<file path="src/tcfa_pkg.sv">
`timescale 1ns / 1ps
`default_nettype none

package tcfa_pkg;

	localparam int MAX_PER_CLASS_DEF = 16;
	localparam int OUT_W             = 5;
	localparam int LIMIT_W           = 8;

	localparam logic [LIMIT_W-1:0] TURN_LIMIT_RST = 8'd3;
	localparam logic [LIMIT_W-1:0] GRANTS_SAT     = 8'hFF;

	localparam logic CMD_REQUEST = 1'b0;
	localparam logic CMD_RELEASE = 1'b1;
	localparam logic CLS_WHITE   = 1'b0;
	localparam logic CLS_BLACK   = 1'b1;

	typedef struct packed {
		logic               cls;
		logic               valid;
		logic [LIMIT_W-1:0] grants;
	} turn_t;

	typedef struct packed {
		logic [OUT_W-1:0] granted_white;
		logic [OUT_W-1:0] granted_black;
		logic [OUT_W-1:0] active_white_now;
		logic [OUT_W-1:0] active_black_now;
		logic [OUT_W-1:0] waiting_white_now;
		logic [OUT_W-1:0] waiting_black_now;
		logic             error_flag;
	} rsp_t;

	typedef struct packed {
		logic idle;
		logic fin;
	} ctrl_stat_t;

endpackage

`default_nettype wire

</file>
<file path="src/tcfa_admit_unit.sv">
`timescale 1ns / 1ps
`default_nettype none

// One admission attempt for class cls: decides whether the next waiter
// may enter and gives the state after that grant.
module tcfa_admit_unit import tcfa_pkg::*; #(
	parameter int CNT_W = 5
) (
	input  wire logic                    cls,
	input  wire logic [1:0][CNT_W-1:0]   active,
	input  wire logic [1:0][CNT_W-1:0]   waiting,
	input  wire turn_t                   turn,
	input  wire logic [LIMIT_W-1:0]      limit,
	output logic                         grant,
	output logic      [1:0][CNT_W-1:0]   active_nxt,
	output logic      [1:0][CNT_W-1:0]   waiting_nxt,
	output turn_t                        turn_nxt
);

	logic may_enter;
	logic other_wait;

	assign other_wait = (waiting[~cls] != '0);

	always_comb begin
		if (active[~cls] != '0) begin
			may_enter = 1'b0;
		end else if (active[cls] == '0) begin
			may_enter = !turn.valid || (turn.cls == cls) || !other_wait;
		end else begin
			may_enter = !((turn.grants >= limit) && other_wait);
		end
	end

	assign grant = (waiting[cls] != '0) && may_enter;

	always_comb begin
		active_nxt  = active;
		waiting_nxt = waiting;
		turn_nxt    = turn;
		active_nxt[cls]  = active[cls] + CNT_W'(1);
		waiting_nxt[cls] = waiting[cls] - CNT_W'(1);
		if (!turn.valid || (turn.cls != cls)) begin
			turn_nxt.cls    = cls;
			turn_nxt.valid  = 1'b1;
			turn_nxt.grants = LIMIT_W'(1);
		end else if (turn.grants != GRANTS_SAT) begin
			turn_nxt.grants = turn.grants + LIMIT_W'(1);
		end
	end

endmodule

`default_nettype wire

</file>
<file path="src/tcfa_ctrl.sv">
`timescale 1ns / 1ps
`default_nettype none

// Arbiter state and the sequencer that drives the shared admission unit.
module tcfa_ctrl import tcfa_pkg::*; #(
	parameter int MAX_PER_CLASS = MAX_PER_CLASS_DEF
) (
	input  wire logic               clk,
	input  wire logic               arst_n,
	input  wire logic               in_fire,
	input  wire logic               command,
	input  wire logic               requester_class,
	input  wire logic [LIMIT_W-1:0] limit,
	input  wire logic               res_take,
	output ctrl_stat_t              stat,
	output rsp_t                    res
);

	localparam int CNT_W = $clog2(MAX_PER_CLASS + 1);

	localparam logic [1:0] ST_IDLE  = 2'd0;
	localparam logic [1:0] ST_EVENT = 2'd1;
	localparam logic [1:0] ST_ADMIT = 2'd2;
	localparam logic [1:0] ST_FIN   = 2'd3;

	logic [1:0]            state_q;
	logic                  cmd_q;
	logic                  evcls_q;
	logic                  err_q;
	logic                  cls_q;
	logic                  phase_q;
	logic [1:0][CNT_W-1:0] active_q;
	logic [1:0][CNT_W-1:0] waiting_q;
	logic [1:0][CNT_W-1:0] gcnt_q;
	turn_t                 turn_q;

	logic                  ev_err;
	logic [1:0][CNT_W-1:0] ev_active;
	logic [1:0][CNT_W-1:0] ev_waiting;
	turn_t                 ev_turn;
	logic [CNT_W:0]        occ;

	logic                  grant;
	logic [1:0][CNT_W-1:0] ad_active;
	logic [1:0][CNT_W-1:0] ad_waiting;
	turn_t                 ad_turn;

	tcfa_admit_unit #(.CNT_W(CNT_W)) u_admit (
		.cls        (cls_q),
		.active     (active_q),
		.waiting    (waiting_q),
		.turn       (turn_q),
		.limit      (limit),
		.grant      (grant),
		.active_nxt (ad_active),
		.waiting_nxt(ad_waiting),
		.turn_nxt   (ad_turn)
	);

	assign occ = {1'b0, active_q[evcls_q]} + {1'b0, waiting_q[evcls_q]};

	// request or release of the latched event
	always_comb begin
		ev_err     = 1'b0;
		ev_active  = active_q;
		ev_waiting = waiting_q;
		ev_turn    = turn_q;
		if (cmd_q == CMD_REQUEST) begin
			if (occ >= (CNT_W + 1)'(MAX_PER_CLASS)) begin
				ev_err = 1'b1;
			end else begin
				ev_waiting[evcls_q] = waiting_q[evcls_q] + CNT_W'(1);
			end
		end else begin
			if (active_q[evcls_q] == '0) begin
				ev_err = 1'b1;
			end else begin
				ev_active[evcls_q] = active_q[evcls_q] - CNT_W'(1);
				if (active_q[evcls_q] == CNT_W'(1)) begin
					if (waiting_q[~evcls_q] != '0) begin
						ev_turn.cls    = ~evcls_q;
						ev_turn.valid  = 1'b1;
						ev_turn.grants = '0;
					end else begin
						ev_turn.valid = 1'b0;
					end
				end
			end
		end
	end

	always_ff @(posedge clk or negedge arst_n) begin
		if (!arst_n) begin
			state_q   <= ST_IDLE;
			active_q  <= '0;
			waiting_q <= '0;
			turn_q    <= '0;
			gcnt_q    <= '0;
			err_q     <= 1'b0;
			cls_q     <= CLS_WHITE;
			phase_q   <= 1'b0;
			cmd_q     <= CMD_REQUEST;
			evcls_q   <= CLS_WHITE;
		end else begin
			unique case (state_q)
				ST_IDLE: begin
					if (in_fire) begin
						cmd_q   <= command;
						evcls_q <= requester_class;
						state_q <= ST_EVENT;
					end
				end
				ST_EVENT: begin
					err_q     <= ev_err;
					gcnt_q    <= '0;
					active_q  <= ev_active;
					waiting_q <= ev_waiting;
					turn_q    <= ev_turn;
					// turn class first, white when no turn holds
					cls_q     <= ev_turn.valid ? ev_turn.cls : CLS_WHITE;
					phase_q   <= 1'b0;
					state_q   <= ev_err ? ST_FIN : ST_ADMIT;
				end
				ST_ADMIT: begin
					if (grant) begin
						active_q      <= ad_active;
						waiting_q     <= ad_waiting;
						turn_q        <= ad_turn;
						gcnt_q[cls_q] <= gcnt_q[cls_q] + CNT_W'(1);
					end else if (!phase_q) begin
						phase_q <= 1'b1;
						cls_q   <= ~cls_q;
					end else begin
						state_q <= ST_FIN;
					end
				end
				ST_FIN: begin
					if (res_take) begin
						state_q <= ST_IDLE;
					end
				end
				default: state_q <= ST_IDLE;
			endcase
		end
	end

	assign stat.idle = (state_q == ST_IDLE);
	assign stat.fin  = (state_q == ST_FIN);

	assign res.granted_white     = OUT_W'(gcnt_q[CLS_WHITE]);
	assign res.granted_black     = OUT_W'(gcnt_q[CLS_BLACK]);
	assign res.active_white_now  = OUT_W'(active_q[CLS_WHITE]);
	assign res.active_black_now  = OUT_W'(active_q[CLS_BLACK]);
	assign res.waiting_white_now = OUT_W'(waiting_q[CLS_WHITE]);
	assign res.waiting_black_now = OUT_W'(waiting_q[CLS_BLACK]);
	assign res.error_flag        = err_q;

endmodule

`default_nettype wire
</file>
<file path="config.mk">
export PLATFORM = sky130hd
export DESIGN_NAME = tcfa_ctrl
export DESIGN_NICKNAME = d
export VERILOG_FILES = /design/src/tcfa_pkg.sv /design/src/tcfa_admit_unit.sv /design/src/tcfa_ctrl.sv
export SDC_FILE = /design/constraint.sdc
export NUM_CORES = 1
export LEC_CHECK = 0
export ABC_AREA = 1
export BUFFER_PORTS_ARGS = -buffer_cell sky130_fd_sc_hd__buf_2
export CAP_MARGIN = 20
export CORE_MARGIN = 5
export CORE_UTILIZATION = 40
export DETAILED_ROUTE_END_ITERATION = 8
export GPL_ROUTABILITY_DRIVEN = 0
export PLACE_DENSITY_LB_ADDON = 0.15
export RECOVER_POWER = 50
export SLEW_MARGIN = 5
export SYNTH_ARGS = -nofsm -noshare
export SYNTH_HDL_FRONTEND = slang
export SYNTH_SLANG_ARGS = --single-unit
</file>
<file path="constraint.sdc">
create_clock -name clk -period 6.6 [get_ports clk]
set_input_delay 0 -clock clk [delete_from_list [all_inputs] [get_ports clk]]
set_output_delay 0 -clock clk [all_outputs]
set_load 0.01 [all_outputs]
</file>
==> flow_metrics.tcl <==
set metrics [dict create \
    start_util_pct 40.5 \
    max_freq_ghz 0.339 \
    worst_path_most_repeated_cell "inv_1" \
    violations "max-capacitance violations, max-slew violations" \
    ys_seq_area_share_pct 31.9 \
    syn_avg_cell_area_um2 6.98 \
    clock_skew_ns 0.0107 \
    htreeDepth 2 \
    gr-total-overflow 0 \
    grt_first_pass_wirelength_mm 16.5 \
    grt_use_total_pct 18.0 \
    fp-row-count 35 \
    path_cells "inv_1 > ha_1 > buf_4 > nand2_2 > inv_1 > nor2_1 > inv_1 > nand4_1 > nand2_1 > nand2_1" \
    reg2reg_slack_ns 3.65 \
    clk_latency_ns 0.32 \
    reg2regPathDepth 10 \
    synth-edff-count 0 \
    min_to "cmd_q$_DFFE_PN0P_" \
    ys_types 36 \
    drive_gt1_share_pct 12.2 \
    yosys-top-cells-area "dfrtp_1, nand2_1, ha_1" \
    p_leak_uw 0.00210 \
    cts_tree "done" \
    via_count 3561 \
    holdCritStartpoint "in_fire" \
    diodes 0 \
    wl_mm 9.87 \
    synth_top_area_cell "dfrtp_1" \
    die_h_um 106 \
    dieWidth_um 106 \
    dp_hpwl_mm 7.63 \
    syn-cell-area_um2 3680 \
    clock_sinks 47 \
    synthTopCellsByCount "nand2_1, inv_1, dfrtp_1, o21ai_0, nor2_1" \
    p_total_uw 1980 \
    clk_pin_slew_ns 0.10 \
    path_max_fanout 21 \
    relSlewSlack_pct -21.2 \
    synthCells 528 \
    syn-num-nets 566 \
    cts-resized-gates 0 \
    status "finished, violations left" \
    cp_top_family "simple AND/OR/NAND/NOR gates" \
    grt_max_degree 48 \
    async_flop_share_pct 100 \
    grt_pass1_vias 3464 \
    port_buffers 46 \
    dieArea_um2 11200 \
    hold_class "input port to register" \
    area_growth_pct 10.4 \
    core-area_um2 9110 \
    synthDominantCellAreaShare_pct 31.9 \
    worstPathArrival_ns 3.21 \
    nFillCells 990 \
    period_minus_slack_ns 2.95 \
    drcViolationCount 0 \
    clock_path_buffers 2 \
    critPathRequiredTime_ns 6.85 \
    avgViaCountPerCell 5.21 \
    drv_cap 1 \
    setup_viol 0 \
    start_kind "register" \
    worstReg2RegEnd "res[12]$_DFFE_PN0P_" \
    synth_flop_cell "dfrtp_1" \
    yosysMostFrequentCell "nand2_1" \
    min_path_cells 3 \
    rsz0062_at_grt "no" \
    finalHoldViolations 0 \
    drt_iter0_drc 159 \
    final_nets 610 \
    peakVddDrop_v 0.000185 \
    crit_slowest_cell "nor2_1" \
    rr_startpoint "state_q[0]$_DFFE_PN0P_" \
    cts-root-buf "clkbuf_8" \
    worst_pin_slew_ns 1.82 \
    antenna_found_initial 0 \
    wl_per_cell_um 14.4 \
    critPathKind "register to register" \
    maxSlewViolCount 33 \
    cts_buffers 5 \
    dr.pass1.iters 5 \
    ys_ff_latch 47 \
    powerDensity_nw_per_um2 487 \
    yosysWarnings 0 \
    end_kind "register" \
    path_buf_inv 4 \
    drtAntennaViolNets 0 \
    slowest_delay_ns 0.70 \
    ioPinCount 47 \
    fin_setup_tns_ns 0 \
    fin_crit_sh_pct 44.7 \
]
cell usage in the layout, fill, tap and decap left out, types with 2 or more instances in the layout:
master and n:
xnor2_1 7, clkinv_1 3, nand3_2 3, nand3_1 23
buf_2 29, a21oi_1 10, o21ai_1 6, o22ai_1 9
inv_1 65, nand2_2 7, nand2_4 2, clkbuf_8 5
nor3_1 4, nor2_2 2, nand4_1 28, buf_4 2
inv_2 3, dfrtp_1 47, inv_6 3, nand3b_1 2
nand2_1 168, o21ai_0 41, xor2_1 8, clkbuf_1 18
o21ai_2 9, nor2_1 32, ha_1 24, dlygate4sd3_1 3
per-layer routing:
metal / share of wire [%] / GRT usage [%] / vias to the layer above
li1: - / - / 1807
met1: 45 / 23.0 / 1614
met5: 0 / 0 / -
met2: 47 / 30.8 / 122
met4: 2.2 / 6.01 / 0
met3: 5.7 / 2.85 / 18
per-stage QoR:
stage / cell area [µm²] / hold WS [ns] / setup slack, ns / util, % / cells
after floorplan: 3680 / -0.296 / 4.39 / - / 528
after global placement: 3960 / 0.256 / 3.72 / 43.5 / 672
after detailed placement: 3960 / 0.268 / 3.73 / 43.5 / 672
after CTS: 4090 / 0.0496 / 3.70 / 44.8 / 683
after global routing: 4070 / 0.0802 / 3.42 / 44.7 / 684
final: 4070 / 0.0528 / 3.65 / 44.7 / 684
tightest hold or removal path: cells and delay by family:
kind / cells / cell delay [ns]
buf+inv: 1 / 0.11
simple gates: 1 / 0.14
compound gates: 1 / 0.09
state kept, by name, indices dropped and copies added (netlist names):
name / count
state_q: 2
turn_q: 10
res: 30
cls_q: 1
phase_q: 1
err_q: 1
cmd_q: 1
evcls_q: 1
report_power, final:
group          internal [µW]  switching, µW
sequential               377            124
clock                   78.9            113
combinational            403            885
total                    859           1120
what timing repair did:
action / in CTS / in global routing
setup endpoints to repair: 0 / 0
setup buffers: 0 / 0
hold buffers: 3 / 0
hold endpoints to repair: 49 / 0
final cells by class:
cell class / count / area (µm²) / share of cell area [%]
well taps: 111 / 139 / 3.41
inverters: 71 / 267 / 6.55
clock inverters: 3 / 26.3 / 0.646
repair buffers: 52 / 258 / 6.34
flip-flops and latches: 47 / 1180 / 28.9
multi-input cells: 395 / 2130 / 52.4
clock buffers: 5 / 68.8 / 1.69
cells by family (layout without fill, tap and decap cells):
kind of cell / Yosys count / in the layout / synth area share (%)
buffers and inverters: 86 / 131 / 10.2
AOI/OAI and AO/OA: 80 / 80 / 12.7
xor gates and xnor gates: 15 / 15 / 3.57
DFF: 47 / 47 / 31.9
adders and majority gates: 24 / 24 / 8.15
and+or+nand+nor: 276 / 276 / 33.5
how the worst max path moves through the flow:
| stage | startpoint | to | slack [ns] | depth (start not counted) |
|---|---|---|---|---|
| finish | state_q[0]$_DFFE_PN0P_ | res[12]$_DFFE_PN0P_ | 3.65 | 10 |
| global route | state_q[0]$_DFFE_PN0P_ | res[2]$_DFFE_PN0P_ | 3.42 | 10 |
| CTS | state_q[0]$_DFFE_PN0P_ | res[12]$_DFFE_PN0P_ | 3.70 | 10 |
| detailed placement | state_q[0]$_DFFE_PN0P_ | res[12]$_DFFE_PN0P_ | 3.73 | 10 |
| global placement | state_q[0]$_DFFE_PN0P_ | res[15]$_DFFE_PN0P_ | 3.72 | 10 |
| floorplan | cls_q$_DFFE_PN0P_ | turn_q[6]$_DFFE_PN0P_ | 4.39 | 16 |
Power figures use the tool's default switching activity.
